## src/stxl_pkg.sv

```systemverilog
package stxl_pkg;

    localparam int POS_WIDTH   = 16;
    localparam int KW_MAX_LEN  = 6;
    localparam int KW_TEXT_LEN = 6;
    localparam int KW_COUNT    = 15;
    localparam logic [15:0] LEN_MAX = 16'hFFFF;

    // result queue: an item may push two tokens, so it is taken only with two free slots
    localparam int TQ_DEPTH = 4;
    localparam int TQ_AW    = $clog2(TQ_DEPTH);

    typedef enum logic [1:0] {
        M_IDLE = 2'd0,
        M_WORD = 2'd1,
        M_NUM  = 2'd2,
        M_OP   = 2'd3
    } t_mode;

    typedef enum logic [2:0] {
        OP_AMP   = 3'd0,
        OP_BAR   = 3'd1,
        OP_PLUS  = 3'd2,
        OP_MINUS = 3'd3,
        OP_EQ    = 3'd4,
        OP_LT    = 3'd5,
        OP_GT    = 3'd6
    } t_op;

    typedef enum logic [5:0] {
        K_DATATYPE    = 6'd0,
        K_IDENT       = 6'd1,
        K_NUMBER      = 6'd2,
        K_ASSIGN      = 6'd3,
        K_SEMI        = 6'd4,
        K_OPEN_PAREN  = 6'd5,
        K_CLOSE_PAREN = 6'd6,
        K_OPEN_BRACE  = 6'd7,
        K_CLOSE_BRACE = 6'd8,
        K_AMP         = 6'd9,
        K_BAR         = 6'd10,
        K_COMMA       = 6'd11,
        K_STAR        = 6'd12,
        K_UNDERSCORE  = 6'd13,
        K_LOGIC_AND   = 6'd14,
        K_LOGIC_OR    = 6'd15,
        K_LOGIC_NEG   = 6'd16,
        K_RETURN      = 6'd17,
        K_EQUAL       = 6'd18,
        K_LESS        = 6'd19,
        K_GREATER     = 6'd20,
        K_LESS_EQ     = 6'd21,
        K_GREATER_EQ  = 6'd22,
        K_SHIFT_L     = 6'd23,
        K_SHIFT_R     = 6'd24,
        K_PLUS        = 6'd25,
        K_MINUS       = 6'd26,
        K_DIV         = 6'd27,
        K_PERCENT     = 6'd28,
        K_PLUS_PLUS   = 6'd29,
        K_MINUS_MINUS = 6'd30,
        K_IF          = 6'd31,
        K_ELSE        = 6'd32,
        K_WHILE       = 6'd33,
        K_FOR         = 6'd34,
        K_ERROR       = 6'd35
    } t_kind;

    typedef logic [KW_MAX_LEN-1:0][7:0] t_head;

    typedef struct packed {
        t_kind       kind;
        logic [15:0] start_pos;
        logic [15:0] text_len;
        logic        run_end;
    } t_token;

    typedef struct packed {
        logic [1:0] cnt;
        t_token     tok0;
        t_token     tok1;
    } t_tok_push;

    // keyword text is right-justified: first character in the most significant used byte
    typedef struct packed {
        logic [8*KW_TEXT_LEN-1:0] text;
        logic [2:0]               len;
        t_kind                    kind;
    } t_kw;

    localparam t_kw KW_TABLE [KW_COUNT] = '{
        '{text: 48'("int8"),   len: 3'd4, kind: K_DATATYPE},
        '{text: 48'("int16"),  len: 3'd5, kind: K_DATATYPE},
        '{text: 48'("int32"),  len: 3'd5, kind: K_DATATYPE},
        '{text: 48'("int64"),  len: 3'd5, kind: K_DATATYPE},
        '{text: 48'("void"),   len: 3'd4, kind: K_DATATYPE},
        '{text: 48'("int8*"),  len: 3'd5, kind: K_DATATYPE},
        '{text: 48'("int16*"), len: 3'd6, kind: K_DATATYPE},
        '{text: 48'("int32*"), len: 3'd6, kind: K_DATATYPE},
        '{text: 48'("int64*"), len: 3'd6, kind: K_DATATYPE},
        '{text: 48'("void*"),  len: 3'd5, kind: K_DATATYPE},
        '{text: 48'("return"), len: 3'd6, kind: K_RETURN},
        '{text: 48'("if"),     len: 3'd2, kind: K_IF},
        '{text: 48'("else"),   len: 3'd4, kind: K_ELSE},
        '{text: 48'("while"),  len: 3'd5, kind: K_WHILE},
        '{text: 48'("for"),    len: 3'd3, kind: K_FOR}
    };

    function automatic logic is_alpha(input logic [7:0] c);
        return (c >= "a" && c <= "z") || (c >= "A" && c <= "Z");
    endfunction

    function automatic logic is_digit(input logic [7:0] c);
        return c >= "0" && c <= "9";
    endfunction

    function automatic logic is_space(input logic [7:0] c);
        return c == " " || (c >= 8'd9 && c <= 8'd13);
    endfunction

    function automatic logic is_op(input logic [7:0] c);
        return c == "&" || c == "|" || c == "+" || c == "-" || c == "=" || c == "<"
            || c == ">";
    endfunction

    function automatic t_op op_code(input logic [7:0] c);
        t_op op;
        case (c)
            "|":     op = OP_BAR;
            "+":     op = OP_PLUS;
            "-":     op = OP_MINUS;
            "=":     op = OP_EQ;
            "<":     op = OP_LT;
            ">":     op = OP_GT;
            default: op = OP_AMP;
        endcase
        return op;
    endfunction

    function automatic logic [7:0] op_char(input t_op op);
        logic [7:0] c;
        case (op)
            OP_AMP:   c = "&";
            OP_BAR:   c = "|";
            OP_PLUS:  c = "+";
            OP_MINUS: c = "-";
            OP_EQ:    c = "=";
            OP_LT:    c = "<";
            OP_GT:    c = ">";
            default:  c = "&";
        endcase
        return c;
    endfunction

    function automatic t_kind op_single(input t_op op);
        t_kind k;
        case (op)
            OP_AMP:   k = K_AMP;
            OP_BAR:   k = K_BAR;
            OP_PLUS:  k = K_PLUS;
            OP_MINUS: k = K_MINUS;
            OP_EQ:    k = K_ASSIGN;
            OP_LT:    k = K_LESS;
            OP_GT:    k = K_GREATER;
            default:  k = K_AMP;
        endcase
        return k;
    endfunction

    function automatic t_kind op_double(input t_op op);
        t_kind k;
        case (op)
            OP_AMP:   k = K_LOGIC_AND;
            OP_BAR:   k = K_LOGIC_OR;
            OP_PLUS:  k = K_PLUS_PLUS;
            OP_MINUS: k = K_MINUS_MINUS;
            OP_EQ:    k = K_EQUAL;
            OP_LT:    k = K_SHIFT_L;
            OP_GT:    k = K_SHIFT_R;
            default:  k = K_LOGIC_AND;
        endcase
        return k;
    endfunction

    function automatic t_kind single_kind(input logic [7:0] c);
        t_kind k;
        case (c)
            ";":     k = K_SEMI;
            "(":     k = K_OPEN_PAREN;
            ")":     k = K_CLOSE_PAREN;
            "{":     k = K_OPEN_BRACE;
            "}":     k = K_CLOSE_BRACE;
            "_":     k = K_UNDERSCORE;
            ",":     k = K_COMMA;
            "*":     k = K_STAR;
            "/":     k = K_DIV;
            "%":     k = K_PERCENT;
            "~":     k = K_LOGIC_NEG;
            default: k = K_ERROR;
        endcase
        return k;
    endfunction

    // only the first cnt bytes of the head belong to the current word
    function automatic t_kind kw_kind(input t_head head, input logic [15:0] cnt);
        t_kind k;
        logic  hit;
        int    len;
        k = K_IDENT;
        for (int i = 0; i < KW_COUNT; i++) begin
            len = int'(KW_TABLE[i].len);
            hit = (cnt == 16'(len));
            for (int j = 0; j < KW_TEXT_LEN; j++) begin
                if (j < len) begin
                    if (head[j] != KW_TABLE[i].text[8*(len-1-j) +: 8]) begin
                        hit = 1'b0;
                    end
                end
            end
            if (hit) begin
                k = KW_TABLE[i].kind;
            end
        end
        return k;
    endfunction

    function automatic t_head head_put(input t_head head, input logic [15:0] cnt,
                                       input logic [7:0] c);
        t_head h;
        h = head;
        for (int j = 0; j < KW_MAX_LEN; j++) begin
            if (cnt == 16'(j)) begin
                h[j] = c;
            end
        end
        return h;
    endfunction

    function automatic logic [15:0] sat_inc(input logic [15:0] cnt);
        return (cnt == LEN_MAX) ? cnt : cnt + 16'd1;
    endfunction

    function automatic t_token mk_tok(input t_kind kind, input logic [POS_WIDTH-1:0] start,
                                      input logic [15:0] len);
        t_token                  t;
        logic [POS_WIDTH+15:0]   ext;
        ext         = {16'b0, start};
        t.kind      = kind;
        t.start_pos = ext[15:0];
        t.text_len  = len;
        t.run_end   = 1'b0;
        return t;
    endfunction

endpackage

```

## src/stxl_if.sv

```systemverilog
interface stxl_char_if;
    logic       valid;
    logic       ready;
    logic [7:0] char_in;
    logic       end_of_text;

    modport source (output valid, output char_in, output end_of_text, input ready);
    modport sink   (input valid, input char_in, input end_of_text, output ready);
endinterface

interface stxl_tok_if;
    logic        valid;
    logic        ready;
    logic [5:0]  token_kind;
    logic [15:0] start_pos;
    logic [15:0] text_len;
    logic        run_end;

    modport source (output valid, output token_kind, output start_pos, output text_len,
                    output run_end, input ready);
    modport sink   (input valid, input token_kind, input start_pos, input text_len,
                    input run_end, output ready);
endinterface

```

## src/source_text_lexer_core.sv

```systemverilog
// Streaming lexer: one source character per transaction in, tokens out.
// i_char carries char_in and end_of_text; a set end_of_text marks the last
// character of a text and flushes any pending word, number or operator.
// o_tok carries token_kind, start_pos, text_len and run_end; run_end is set
// on the last token caused by a character. A character may cause no token,
// one, or two.
// A token enters the token queue when the character that ends it is taken.
// Throughput: one character per cycle while each character yields at most
// one token and the receiver does not stall; characters that yield two fill
// the queue faster than it drains. The rate is set by the single-pop token
// queue (four entries): a character is taken only while two slots are free.
// Reset: scanner idle, position 0, queue empty, nothing offered.
// Receiver stall: tokens wait in the queue and ready drops once it holds more
// than two; nothing is lost or reordered. After end_of_text the position
// restarts at 0 for the next text.
module source_text_lexer_core (
    input  logic             i_clk,
    input  logic             i_rst_n,
    stxl_char_if.sink        i_char,
    stxl_tok_if.source       o_tok
);

    stxl_pkg::t_mode                   r_mode, n_mode;
    stxl_pkg::t_op                     r_op, n_op;
    stxl_pkg::t_head                   r_head, n_head;
    logic [15:0]                       r_cnt, n_cnt;
    logic [stxl_pkg::POS_WIDTH-1:0]    r_start, n_start;
    logic [stxl_pkg::POS_WIDTH-1:0]    r_pos, n_pos;

    logic                              in_fire;
    logic [7:0]                        ch;
    logic                              last;
    logic                              used;
    logic                              pair;
    stxl_pkg::t_kind                   pair_kind;
    logic                              a_v, b_v, c_v;
    stxl_pkg::t_token                  tok_a, tok_b, tok_c;
    logic [1:0]                        tok_cnt;
    stxl_pkg::t_tok_push               push;
    stxl_pkg::t_token                  q_head;
    logic [stxl_pkg::TQ_AW:0]          q_count;

    assign ch      = i_char.char_in;
    assign last    = i_char.end_of_text;
    assign in_fire = i_char.valid && i_char.ready;

    always_comb begin
        n_mode    = r_mode;
        n_op      = r_op;
        n_head    = r_head;
        n_cnt     = r_cnt;
        n_start   = r_start;
        used      = 1'b0;
        pair      = 1'b0;
        pair_kind = stxl_pkg::op_double(r_op);
        a_v       = 1'b0;
        b_v       = 1'b0;
        c_v       = 1'b0;
        tok_a     = '0;
        tok_b     = '0;
        tok_c     = '0;

        // continue or close the pending token
        case (r_mode)
            stxl_pkg::M_WORD: begin
                if (stxl_pkg::is_alpha(ch) || stxl_pkg::is_digit(ch) || ch == "_") begin
                    n_head = stxl_pkg::head_put(n_head, n_cnt, ch);
                    n_cnt  = stxl_pkg::sat_inc(n_cnt);
                    used   = 1'b1;
                end else if (ch == "*") begin
                    // trailing star belongs to the word and closes it
                    n_head = stxl_pkg::head_put(n_head, n_cnt, ch);
                    n_cnt  = stxl_pkg::sat_inc(n_cnt);
                    a_v    = 1'b1;
                    tok_a  = stxl_pkg::mk_tok(stxl_pkg::kw_kind(n_head, n_cnt), r_start, n_cnt);
                    n_mode = stxl_pkg::M_IDLE;
                    used   = 1'b1;
                end else begin
                    a_v    = 1'b1;
                    tok_a  = stxl_pkg::mk_tok(stxl_pkg::kw_kind(r_head, r_cnt), r_start, r_cnt);
                    n_mode = stxl_pkg::M_IDLE;
                end
            end
            stxl_pkg::M_NUM: begin
                if (stxl_pkg::is_digit(ch)) begin
                    n_cnt = stxl_pkg::sat_inc(n_cnt);
                    used  = 1'b1;
                end else begin
                    a_v    = 1'b1;
                    tok_a  = stxl_pkg::mk_tok(stxl_pkg::K_NUMBER, r_start, r_cnt);
                    n_mode = stxl_pkg::M_IDLE;
                end
            end
            stxl_pkg::M_OP: begin
                case (r_op)
                    stxl_pkg::OP_LT: pair = (ch == "=") || (ch == "<");
                    stxl_pkg::OP_GT: pair = (ch == "=") || (ch == ">");
                    default:         pair = (ch == stxl_pkg::op_char(r_op));
                endcase
                if (r_op == stxl_pkg::OP_LT && ch == "=") begin
                    pair_kind = stxl_pkg::K_LESS_EQ;
                end else if (r_op == stxl_pkg::OP_GT && ch == "=") begin
                    pair_kind = stxl_pkg::K_GREATER_EQ;
                end
                a_v    = 1'b1;
                n_mode = stxl_pkg::M_IDLE;
                if (pair) begin
                    tok_a = stxl_pkg::mk_tok(pair_kind, r_start, 16'd2);
                    used  = 1'b1;
                end else begin
                    tok_a = stxl_pkg::mk_tok(stxl_pkg::op_single(r_op), r_start, 16'd1);
                end
            end
            default: ;
        endcase

        // character not absorbed: it opens a new token
        if (!used) begin
            if (stxl_pkg::is_space(ch)) begin
                n_mode = n_mode;
            end else if (stxl_pkg::is_alpha(ch)) begin
                n_mode  = stxl_pkg::M_WORD;
                n_head  = stxl_pkg::head_put(n_head, 16'd0, ch);
                n_cnt   = 16'd1;
                n_start = r_pos;
            end else if (stxl_pkg::is_digit(ch)) begin
                n_mode  = stxl_pkg::M_NUM;
                n_cnt   = 16'd1;
                n_start = r_pos;
            end else if (stxl_pkg::is_op(ch)) begin
                n_mode  = stxl_pkg::M_OP;
                n_op    = stxl_pkg::op_code(ch);
                n_cnt   = 16'd1;
                n_start = r_pos;
            end else begin
                b_v   = 1'b1;
                tok_b = stxl_pkg::mk_tok(stxl_pkg::single_kind(ch), r_pos, 16'd1);
            end
        end

        if (last) begin
            case (n_mode)
                stxl_pkg::M_WORD: begin
                    c_v   = 1'b1;
                    tok_c = stxl_pkg::mk_tok(stxl_pkg::kw_kind(n_head, n_cnt), n_start, n_cnt);
                end
                stxl_pkg::M_NUM: begin
                    c_v   = 1'b1;
                    tok_c = stxl_pkg::mk_tok(stxl_pkg::K_NUMBER, n_start, n_cnt);
                end
                stxl_pkg::M_OP: begin
                    c_v   = 1'b1;
                    tok_c = stxl_pkg::mk_tok(stxl_pkg::op_single(n_op), n_start, 16'd1);
                end
                default: ;
            endcase
            n_mode = stxl_pkg::M_IDLE;
            n_pos  = '0;
        end else begin
            n_pos = r_pos + stxl_pkg::POS_WIDTH'(1);
        end
    end

    // b and c never both fire: a new pending token excludes an immediate single token
    always_comb begin
        tok_cnt           = {1'b0, a_v} + {1'b0, b_v || c_v};
        push.cnt          = in_fire ? tok_cnt : 2'd0;
        push.tok0         = a_v ? tok_a : (b_v ? tok_b : tok_c);
        push.tok1         = b_v ? tok_b : tok_c;
        push.tok0.run_end = (tok_cnt == 2'd1);
        push.tok1.run_end = 1'b1;
    end

    always_ff @(posedge i_clk) begin
        if (!i_rst_n) begin
            r_mode <= stxl_pkg::M_IDLE;
            r_op   <= stxl_pkg::OP_AMP;
            r_cnt  <= '0;
            r_pos  <= '0;
        end else if (in_fire) begin
            r_mode <= n_mode;
            r_op   <= n_op;
            r_cnt  <= n_cnt;
            r_pos  <= n_pos;
        end
    end

    always_ff @(posedge i_clk) begin
        if (in_fire) begin
            r_head  <= n_head;
            r_start <= n_start;
        end
    end

    stxl_tok_fifo u_tok_fifo (
        .i_clk   (i_clk),
        .i_rst_n (i_rst_n),
        .i_push  (push),
        .i_pop   (o_tok.valid && o_tok.ready),
        .o_head  (q_head),
        .o_count (q_count)
    );

    assign i_char.ready     = (q_count <= (stxl_pkg::TQ_AW+1)'(stxl_pkg::TQ_DEPTH - 2));
    assign o_tok.valid      = (q_count != '0);
    assign o_tok.token_kind = q_head.kind;
    assign o_tok.start_pos  = q_head.start_pos;
    assign o_tok.text_len   = q_head.text_len;
    assign o_tok.run_end    = q_head.run_end;

    a_text_restart: assert property (@(posedge i_clk) disable iff (!i_rst_n)
        (in_fire && i_char.end_of_text) |=> (r_pos == '0 && r_mode == stxl_pkg::M_IDLE))
        else $error("scanner not back at start after end of text");

    a_queue_bound: assert property (@(posedge i_clk) disable iff (!i_rst_n)
        q_count <= (stxl_pkg::TQ_AW+1)'(stxl_pkg::TQ_DEPTH))
        else $error("token queue overflow");

    a_pending_len: assert property (@(posedge i_clk) disable iff (!i_rst_n)
        (r_mode != stxl_pkg::M_IDLE) |-> (r_cnt != 16'd0))
        else $error("pending token with zero length");

endmodule

```

## src/stxl_tok_fifo.sv

```systemverilog
module stxl_tok_fifo (
    input  logic                  i_clk,
    input  logic                  i_rst_n,
    input  stxl_pkg::t_tok_push   i_push,
    input  logic                  i_pop,
    output stxl_pkg::t_token      o_head,
    output logic [stxl_pkg::TQ_AW:0] o_count
);

    stxl_pkg::t_token              r_mem [stxl_pkg::TQ_DEPTH];
    logic [stxl_pkg::TQ_AW-1:0]    r_wr;
    logic [stxl_pkg::TQ_AW-1:0]    r_rd;
    logic [stxl_pkg::TQ_AW:0]      r_count;
    logic [stxl_pkg::TQ_AW-1:0]    wr_next;

    assign wr_next = r_wr + stxl_pkg::TQ_AW'(1);

    always_ff @(posedge i_clk) begin
        if (i_push.cnt != 2'd0) begin
            r_mem[r_wr] <= i_push.tok0;
        end
        if (i_push.cnt == 2'd2) begin
            r_mem[wr_next] <= i_push.tok1;
        end
    end

    always_ff @(posedge i_clk) begin
        if (!i_rst_n) begin
            r_wr    <= '0;
            r_rd    <= '0;
            r_count <= '0;
        end else begin
            r_wr    <= r_wr + stxl_pkg::TQ_AW'(i_push.cnt);
            r_rd    <= r_rd + stxl_pkg::TQ_AW'(i_pop);
            r_count <= r_count + (stxl_pkg::TQ_AW+1)'(i_push.cnt)
                               - (stxl_pkg::TQ_AW+1)'(i_pop);
        end
    end

    assign o_head  = r_mem[r_rd];
    assign o_count = r_count;

endmodule
```

## src/flat_wrapper.sv

```systemverilog
// flat-port wrapper written by rule: the top's interface ports become plain ports
module source_text_lexer_core_flat 
  (i_clk, i_rst_n, i_char_valid, i_char_char_in, i_char_end_of_text, i_char_ready, o_tok_valid, o_tok_token_kind, o_tok_start_pos, o_tok_text_len, o_tok_run_end, o_tok_ready);
  stxl_char_if i_char_i ();
  stxl_tok_if o_tok_i ();
  input  logic i_clk;
  input  logic i_rst_n;
  input wire logic [$bits(i_char_i.valid)-1:0] i_char_valid;
  input wire logic [$bits(i_char_i.char_in)-1:0] i_char_char_in;
  input wire logic [$bits(i_char_i.end_of_text)-1:0] i_char_end_of_text;
  output wire logic [$bits(i_char_i.ready)-1:0] i_char_ready;
  output wire logic [$bits(o_tok_i.valid)-1:0] o_tok_valid;
  output wire logic [$bits(o_tok_i.token_kind)-1:0] o_tok_token_kind;
  output wire logic [$bits(o_tok_i.start_pos)-1:0] o_tok_start_pos;
  output wire logic [$bits(o_tok_i.text_len)-1:0] o_tok_text_len;
  output wire logic [$bits(o_tok_i.run_end)-1:0] o_tok_run_end;
  input wire logic [$bits(o_tok_i.ready)-1:0] o_tok_ready;
  assign i_char_i.valid = i_char_valid;
  assign i_char_i.char_in = i_char_char_in;
  assign i_char_i.end_of_text = i_char_end_of_text;
  assign i_char_ready = i_char_i.ready;
  assign o_tok_valid = o_tok_i.valid;
  assign o_tok_token_kind = o_tok_i.token_kind;
  assign o_tok_start_pos = o_tok_i.start_pos;
  assign o_tok_text_len = o_tok_i.text_len;
  assign o_tok_run_end = o_tok_i.run_end;
  assign o_tok_i.ready = o_tok_ready;
  source_text_lexer_core u_core (.i_clk(i_clk), .i_rst_n(i_rst_n), .i_char(i_char_i), .o_tok(o_tok_i));
endmodule
```

## config.mk

```make
export PLATFORM = sky130hd
export DESIGN_NAME = source_text_lexer_core_flat
export DESIGN_NICKNAME = d
export VERILOG_FILES = /design/src/stxl_pkg.sv /design/src/stxl_if.sv /design/src/source_text_lexer_core.sv /design/src/stxl_tok_fifo.sv /design/src/flat_wrapper.sv
export SDC_FILE = /design/constraint.sdc
export NUM_CORES = 1
export LEC_CHECK = 0
export ABC_CLOCK_PERIOD_IN_PS = 4900
export BUFFER_PORTS_ARGS = -buffer_cell sky130_fd_sc_hd__buf_2
export CORE_MARGIN = 3
export CORE_UTILIZATION = 25
export CTS_CLUSTER_DIAMETER = 100
export DETAILED_ROUTE_END_ITERATION = 6
export PLACE_DENSITY = 0.47
export SETUP_SLACK_MARGIN = 0.15
export SYNTH_ARGS = -nofsm -noshare
export SYNTH_HDL_FRONTEND = slang
export SYNTH_SLANG_ARGS = --single-unit
```

## constraint.sdc

```tcl
create_clock -name i_clk -period 4.9 [get_ports i_clk]
set_clock_uncertainty 0.15 [all_clocks]
set_input_delay 0.245 -clock i_clk [delete_from_list [all_inputs] [get_ports i_clk]]
set_output_delay 0.245 -clock i_clk [all_outputs]
set_load 0.03 [all_outputs]
```

# Word-level counts from Yosys, hierarchy flattened
# Memory sizes are Yosys's and may differ from the RTL's. A register that Yosys moved wholly into a read port is not among the register bits.
# Cells that the tools add are included.
# word_totals
reg_bits	108
ramBits	156
inputBits	13
out_inout_bits	41
n_memories	1
# memory_table
memory	depth	width	rd	rd_clocked_by_memory_dff	write_ports	line_no	source
u_core.u_tok_fifo.r_mem	4	39	1	1	2	stxl_tok_fifo.sv:10	stxl_pkg::t_token r_mem [stxl_pkg::TQ_DEPTH];
# op_classes
add_sub_neg	8
magnitude_cmp	9
eq_ne	153
n_mux	440
reduce_logical	26
# op_table
cell	n
$ne A8 B7 Y1 const B	69
$mux W39	11
$mux W1	336
$mux W16	15
$pmux W39 S3	2
$mux W8	29
$ne A8 B6 Y1 const B	27
$eq A16 B3 Y1 const B	9
$mux W48	3
$eq A8 B6 Y1 const B	14
$eq A16 B2 Y1 const B	6
$pmux W5 S6	3
$pmux W6 S11	1
$mux W6	10
$eq A8 B7 Y1 const B	5
$mux W35	1
$mux W5	7
$add A16 B1 Y16 const B	2
$pmux W16 S2	1
$pmux W7 S4	1
$mux W2	10
$eq A3 B3 Y1 const B	6
$pmux W3 S6	1
$eq A16 B1 Y1 const B	1
other kinds (30)	66

# Logic depth before layout (Yosys ltp)
# Gate-level depths: netlist (run 1).
# logic_depth
word_depth	39
mapped_depth	20
ltp_nobuf	19

# By module
# From an unflattened synthesis (run 1), not the netlist that was laid out.
# hier_totals
hier_cells	1809
area_unflattened_um2	18397.6
# modules_own_cells
module	n_inst	cells_per_inst	area_per_inst_um2
source_text_lexer_core	1	1393	10437.5
stxl_tok_fifo	1	416	7960.1

# Least setup slack after synthesis (run 1)
# Ideal clock, no wire load.
# synth_path
path_kind	input port to flip-flop
from	in i_char_char_in[4]
to	mem u_core.u_tok_fifo.r_mem[0][10] (netlist name) (enable)
setup_time_ns	0.517
t_arrival_ns	4.231
required_time_ns	4.233
path_slack_ns	0.002
cell_stages	17
n_path_buf	6
cell_sequence	buf_4 > nor3_1 > a2bb2oi_2 > a21oi_1 > buf_2 > nand3_1 > a21o_1 > clkbuf_1 > clkinv_1 > clkbuf_1 > ha_1 > nand2_1 > nand2_1 > nand2_1 > clkbuf_1 > clkbuf_1 > nand2_1
# synth_rtl
element	line_no	source
start: declaration	flat_wrapper.sv:9	input wire logic [$bits(i_char_i.char_in)-1:0] i_char_char_in;
end: declaration	stxl_tok_fifo.sv:10	

==> metrics.md, run 1 <==
| Metric | Value |
|---|---|
| Max FO, Critical Path | `9` |
| Hold WC Path Type | `in -> reg` |
| Post-Synthesis Cells | `1,809` |
| Main synth FF type | `edfxtp_1` |
| Final instance area | `21,220 sq um` |
| Chip height | `273.1 um` |
| Cell row count | `97` |
| Overall Power | `7.564 mW` |
| Slowest-stage cell, CP | `dfxtp_1` |
| Setup TNS | `0 ps` |
| Max-Cap Viols | `0` |
| Outcome | `finished, final reports clean` |
| Clock-pin slew on the worst setup and hold paths | `60 ps` |
| Util after Layout | `30.15%` |
| Syn nets | `1,838` |
| Register bit count reported by yosys | `264` |
| RSZ-0062 raised after global routing | `no` |
| Mapped Area | `17,840 sq um` |
| Skew-Pair Late Insertion Delay | `550 ps` |
| Routed WL | `71,560 um` |
| Max incr delay on CP | `560 ps` |
| Area share of the leading cell type in the synthesized netlist | `36.36%` |
| DP Area | `20,000 sq um` |
| Drt wl/cell | `24.74 um` |
| Via count | `16,013` |
| First-pass GRT wire length | `106,500 um` |
| Fmax | `0.2201 GHz` |
| Leak pwr | `7.428 nW` |
| Number of global-route vias before repair | `15,703` |
| Final period util | `92.72%` |
| Post-synthesis sequential area ratio | `41.74%` |
| Setup WS post-layout | `356.9 ps` |
| Finished Layout Cells | `2,893` |
| Vias per cell | `5.535` |
| N_diodes | `0` |
| Slew headroom | `32.66%` |
| Pre-CTS setup slack | `-216.3 ps` |
| Tightest Pin Transition | `1008 ps` |
| Initial Util | `25.34%` |
| CTS Buffer Depth | `3` |
| Total gr overflow | `0` |
| Mapped Avg Cell Area | `9.862 sq um` |
| Root buffer cell | `clkbuf_16` |
| DR iter-0 viols | `1,347` |
| Initial antenna violation count | `1` |
| Total clock sinks | `264` |
| Drc violations | `0` |
| Final Hold Vio Count | `0` |
| Share of cells above drive strength 1 | `21.56%` |
| Crit path DAT | `4690 ps` |
| Die area | `74,600 sq um` |
| Crit-path cells | `nand4_1, buf_4, nor4_4, mux2_2, a22oi_1, buf_4, nand3_1, nor4_1, o311ai_0, nor3_1, a2111oi_4, a32o_1` |
| Port bufs | `53` |
| CORE AREA | `70,390 sq um` |
| Post-synthesis async set-or-reset flop share | `0%` |
| Synth area leader | `edfxtp_1` |
| GPL Wtd Cong | `0.9628` |
| Power per cell area | `356.4 nW/um^2` |
| Most used cell, CP | `buf_4` |
| Critical Path Start Type | `flop` |
| Min Hold Slack | `84.61 ps` |
| Largest net degree at the start of global routing | `64` |
| Detailed Place HPWL | `53,190 um` |
| Synth area leaders | `edfxtp_1, dfxtp_1, mux4_2` |
| Critical path class | `reg -> reg` |
| Critical path required time | `5040 ps` |
| CTS tree | `done` |
| Top Ports | `54` |
| Final Setup Violations | `0` |
| Total placed cells including tap cells | `2,827` |
| Total GRT Usage | `18.78%` |
| Synth Warn # | `0` |
| Final min period | `4543 ps` |
| VDD IR max | `0.2184 mV` |
| Final #Nets | `1,957` |
| Worst setup EP type | `flop` |
| Count of cell types in the netlist | `108` |
| Max Slew Vio Count | `0` |
| Layout area overhead | `18.97%` |
| EDFF count, synth | `216` |
| Routed Antenna Nets | `0` |
| Die width | `273.1 um` |
| Pre-Repair DR Iteration Count | `7` |
| TritonCTS buffer count | `35` |
| CTS H-tree depth | `2` |
-- synthesized netlist by cell type, drive strengths merged (40+ instances only) --
cell type / instances
edfxtp: 216
nand2: 175
o21ai: 114
nor2: 105
clkbuf: 101
o22ai: 80
mux2i: 64
a21oi: 58
inv: 55
nor3: 55
a22o: 51
dfxtp: 48
nand3: 48
buf: 40
-- routing by layer --
metal / up-vias / part of all wire (%) / track usage [%]
li1: 7306 / - / -
met1: 7960 / 44 / 25.14
met2: 609 / 47 / 31.18
met3: 136 / 5.6 / 2.441
met4: 2 / 3.6 / 6.404
met5: - / 0.028 / 0
-- cell usage in the layout (no fill, tap or decap), types with 42 or more instances in the layout --
master / count
edfxtp_1: 216
nand2_1: 169
buf_4: 165
nor2_1: 103
o21ai_0: 100
o22ai_1: 78
mux2i_1: 64
a21oi_1: 55
inv_1: 55
buf_2: 53
nor3_1: 51
a22o_1: 51
nand3_1: 47
dfxtp_1: 42
-- worst paths after layout --
kind                                  from                        endpoint  slack, ps  cells past startpoint
max reg2reg                u_core.r_cnt[9]  u_core.u_tok_fifo.r_mem[0][33]        360                     12
max                        u_core.r_cnt[9]  u_core.u_tok_fifo.r_mem[0][33]        360                     12
min reg2reg  u_core.u_tok_fifo.r_mem[1][0]   u_core.u_tok_fifo.r_mem[1][0]        360                      2
min                                i_rst_n                  u_core.r_op[0]         80                      2
-- critical path, delay by kind of cell (launching register included) --
family / cells / cell delay (ps)
compound gates: 4 / 960
buf+inv: 2 / 460
flops: 1 / 560
mux: 1 / 420
simple gates: 5 / 1730
-- logic make-up after synthesis --
logic type	synth area share [%]
AO/OA/AOI/OAI	20.58
XOR/XNOR	1.424
adder cells (fa/ha/maj)	1.164
buffers and inverters	4.629
flip-flops	41.74
multiplexers	10.62
AND/OR/NAND/NOR	19.84
-- sequential cells by signal (all words and copies together) (netlist names) --
| signal | flops |
|---|---|
| u_core.u_tok_fifo.r_mem | 156 |
| u_core.r_head | 48 |
| u_core.r_cnt | 16 |
| u_core.r_pos | 16 |
| u_core.r_start | 16 |
| u_core.r_op | 3 |
| u_core.u_tok_fifo.o_count | 3 |
| u_core.r_mode | 2 |
| u_core.u_tok_fifo.r_rd | 2 |
| u_core.u_tok_fifo.r_wr | 2 |
-- area by class of cell --
cell class	instances	area (sq um)
tap	940	1176
timing repair buffer	223	1594
inverter	59	222.7
fill	7364	49170
sequential	264	7455
clock buffer	51	975.9
clock inverter	11	106.4
multi-input combinational	1345	9693
-- timing repair --
item                                   in CTS  in global routing
gates cloned                                0                  0
buffers inserted                            0                  3
hold buffers                                1                  0
pin swaps                                   0                  5
setup endpoints to repair                  12                185
endpoints found under the hold margin       2                  0
resized for setup                           7                 15
-- power breakdown --
part           internal (mW)  switching [mW]  total (mW)
clock network           1.44            1.00        2.45
logic                  0.759            1.39        2.15
registers               2.72           0.238        2.96
Power figures use the tool's default switching activity.
==> run 2: changes to the inputs <==
--- a/config.mk
+++ b/config.mk
@@ -7,12 +7,12 @@
 export LEC_CHECK = 0
 export ABC_CLOCK_PERIOD_IN_PS = 4900
 export BUFFER_PORTS_ARGS = -buffer_cell sky130_fd_sc_hd__buf_2
-export CORE_MARGIN = 3
 export CORE_UTILIZATION = 25
 export CTS_CLUSTER_DIAMETER = 100
 export DETAILED_ROUTE_END_ITERATION = 6
 export PLACE_DENSITY = 0.47
 export SETUP_SLACK_MARGIN = 0.15
+export SKIP_CTS_REPAIR_TIMING = 1
 export SYNTH_ARGS = -nofsm -noshare
 export SYNTH_HDL_FRONTEND = slang
 export SYNTH_SLANG_ARGS = --single-unit
==> run 2 against run 1 <==
Effect of this change:
- setup slack got worse by 7.5 ps
- worst hold slack got worse by 46 ps
- combinational power barely moved
- sequential power barely moved
- critical endpoint is now u_core.u_tok_fifo.r_mem[2][38]
- largest power group unchanged
==> metrics.md, run 2 (synthesis gave the netlist of run 1 again) <==
| Metric | Value |
|---|---|
| Hold path start | `i_char_end_of_text` |
| Final period util | `92.87% (+0.15 points)` |
| TritonCTS buffer count | `34 (-2.9%)` |
| Max-Cap Viols | `0 (unchanged)` |
| Max reg flops | `156 (unchanged)` |
| Pre-Repair DR Iteration Count | `6 (-1)` |
| Root buffer cell | `clkbuf_16` |
| Port bufs | `53 (unchanged)` |
| Total clock sinks | `264 (unchanged)` |
| FILL cells | `7,363 (-0.014%)` |
| DP Area | `20,180 sq um (+0.91%)` |
| Layout area overhead | `19.67%` |
| Fmax | `0.2198 GHz (-0.16%)` |
| Worst Setup EP | `u_core.u_tok_fifo.r_mem[2][38]` |
| Critical path required time | `5020 ps (-20 ps)` |
| Worst reg-to-reg path cell count | `15 (+3)` |
| Die width | `269.1 um (-1.5%)` |
| Leak pwr | `7.538 nW (+1.5%)` |
| Final instance area | `21,350 sq um (+0.60%)` |
| Total gr overflow | `0 (unchanged)` |
| Slew headroom | `40.44% (+7.8 points)` |
| Top Ports | `54 (unchanged)` |
| First-pass GRT wire length | `108,500 um (+1.8%)` |
| Overall Power | `7.612 mW (+0.63%)` |
| Slowest-stage cell, CP | `a32oi_1` |
| Initial antenna violation count | `1 (unchanged)` |
| DR iter-0 viols | `1,693 (+26%)` |
| Top Registers | `u_core.u_tok_fifo.r_mem x156, u_core.r_head x48` |
| Clock-pin slew on the worst setup and hold paths | `60 ps (about the same)` |
| Largest net degree at the start of global routing | `61 (-4.7%)` |
| Initial Util | `25.39% (+0.044 points)` |
| Total GRT Usage | `19.73% (+0.96 points)` |
| GPL Wtd Cong | `0.9854 (+2.3%)` |
| Setup TNS | `0 ps (unchanged)` |
| Routed WL | `73,350 um (+2.5%)` |
| Max incr delay on CP | `510 ps (-50 ps)` |
| Die area | `72,430 sq um (-2.9%)` |
| VDD IR max | `0.1998 mV (-8.5%)` |
| Crit-path cells | `inv_1, ha_2, nor4b_1, nand4_2, nor2_1, o22ai_2, buf_4, mux2_2, a32oi_1, nor3_1, a41oi_1, buf_4, o22ai_2, nor3b_1, o32ai_1` |
| R2r startpoint | `u_core.r_cnt[0]` |
| Max Slew Vio Count | `0 (unchanged)` |
| R2R setup slack | `350 ps (about the same)` |
| Largest register by flop count | `u_core.u_tok_fifo.r_mem` |
| Share of cells above drive strength 1 | `22.49% (+0.93 points)` |
| CTS Buffer Depth | `3 (unchanged)` |
| Final Hold Vio Count | `0 (unchanged)` |
| Drc violations | `0 (unchanged)` |
| Final Setup Violations | `0 (unchanged)` |
| Commonest non-fill, non-tap cell in the layout | `edfxtp_1` |
| Outcome | `finished, final reports clean` |
| CTS H-tree depth | `2 (unchanged)` |
| Number of global-route vias before repair | `15,943 (+1.5%)` |
| RSZ-0062 raised after global routing | `no` |
| CORE AREA | `70,270 sq um (-0.17%)` |
| Tightest Pin Transition | `893.4 ps (-114.5 ps)` |
| Via count | `16,208 (+1.2%)` |
| Util after Layout | `30.38% (+0.23 points)` |
| Worst setup EP type | `flop` |
| Max FO, Critical Path | `14 (+5)` |
| Cell row count | `97 (unchanged)` |
| Final min period | `4551 ps (+7.454 ps)` |
| Final #Nets | `1,974 (+0.87%)` |
| CTS tree | `done` |
| Chip height | `269.1 um (-1.5%)` |
| R2r endpoint | `u_core.u_tok_fifo.r_mem[2][38]` |
| Routed Antenna Nets | `0 (unchanged)` |
| Crit path DAT | `4670 ps (-20 ps)` |
| Critical Path Start Type | `flop` |
| Finished Layout Cells | `2,912 (+0.66%)` |
| Vias per cell | `5.566 (+0.56%)` |
| Skew-Pair Late Insertion Delay | `560 ps (about the same)` |
| Detailed Place HPWL | `54,070 um (+1.6%)` |
| Total placed cells including tap cells | `2,848 (+0.74%)` |
| Most frequent cells in the layout | `edfxtp_1, buf_4, nand2_1` |
| Crit path from | `u_core.r_cnt[0]` |
| Hold WC Path Type | `in -> reg` |
| Critical path class | `reg -> reg` |
| Power per cell area | `356.6 nW/um^2 (about the same)` |
| Drt wl/cell | `25.19 um (+1.8%)` |
[run 2: cell count changes in the layout (fill, tap and decap cells not counted), sizes merged]
cell         before  now
dlygate4sd3       1    0
bufinv            1    0
clkbuf           51   48
inv              58   59
clkinvlp          3    0
clkinv            8   13
buf             222  241
diode             0    2
[run 2: per-layer routing]
| metal | wire (um) | vias up | global-route usage (%) |
|---|---|---|---|
| met5 | 0 | - | 0 |
| met4 | 2722 | 0 | 8.135 |
| met3 | 4021 | 155 | 2.342 |
| met2 | 34720 | 671 | 32.60 |
| met1 | 31890 | 8042 | 26.05 |
| li1 | - | 7340 | - |
[run 2: area by class of cell]
type | instances | area [sq um] | share of cell area, %
clock buffers | 48 | 975.9 | 4.571
flip-flops and latches | 264 | 7451 | 34.90
well taps | 940 | 1176 | 5.509
diodes | 2 | 5.005 | 0.02344
repair buffers | 241 | 1755 | 8.222
clock inverters | 13 | 92.59 | 0.4337
multi-input cells | 1345 | 9671 | 45.30
inverters | 59 | 222.7 | 1.043
[run 2: worst min path at each step]
stage,end,slack [ps],cells past startpoint
2_1_floorplan,u_core.u_tok_fifo.r_mem[1][0],300,2
3_3_place_gp,u_core.u_tok_fifo.r_mem[1][0],340,2
3_5_place_dp,u_core.r_pos[5],350,2
4_1_cts,u_core.r_mode[0],3,3
5_1_grt,u_core.r_pos[0],30,4
6_report,u_core.r_pos[0],40,4
[run 2: critical path: cells and delay by family, from the launching register on]
| kind | cells | cell delay, ps |
|---|---|---|
| buffers and inverters | 3 | 610 |
| muxes | 1 | 300 |
| and+or+nand+nor | 5 | 1340 |
| DFF | 1 | 400 |
| AOI/OAI and AO/OA | 5 | 1160 |
| adders and majority gates | 1 | 290 |
[run 2: where the power goes]
| part | leakage [nW] | internal [mW] | switching, mW |
|---|---|---|---|
| clock network | 0.530 | 1.40 | 1.05 |
| logic | 4.50 | 0.774 | 1.41 |
| registers | 2.51 | 2.72 | 0.261 |
[run 2: stage by stage]
step	hold WS, ps	setup WS [ps]
2_1_floorplan	304.5	155.9
3_3_place_gp	336.4	-6.526
3_5_place_dp	353.8	37.84
4_1_cts	3.143	159.8
5_1_grt	29.72	179.0
6_report	38.59	349.4
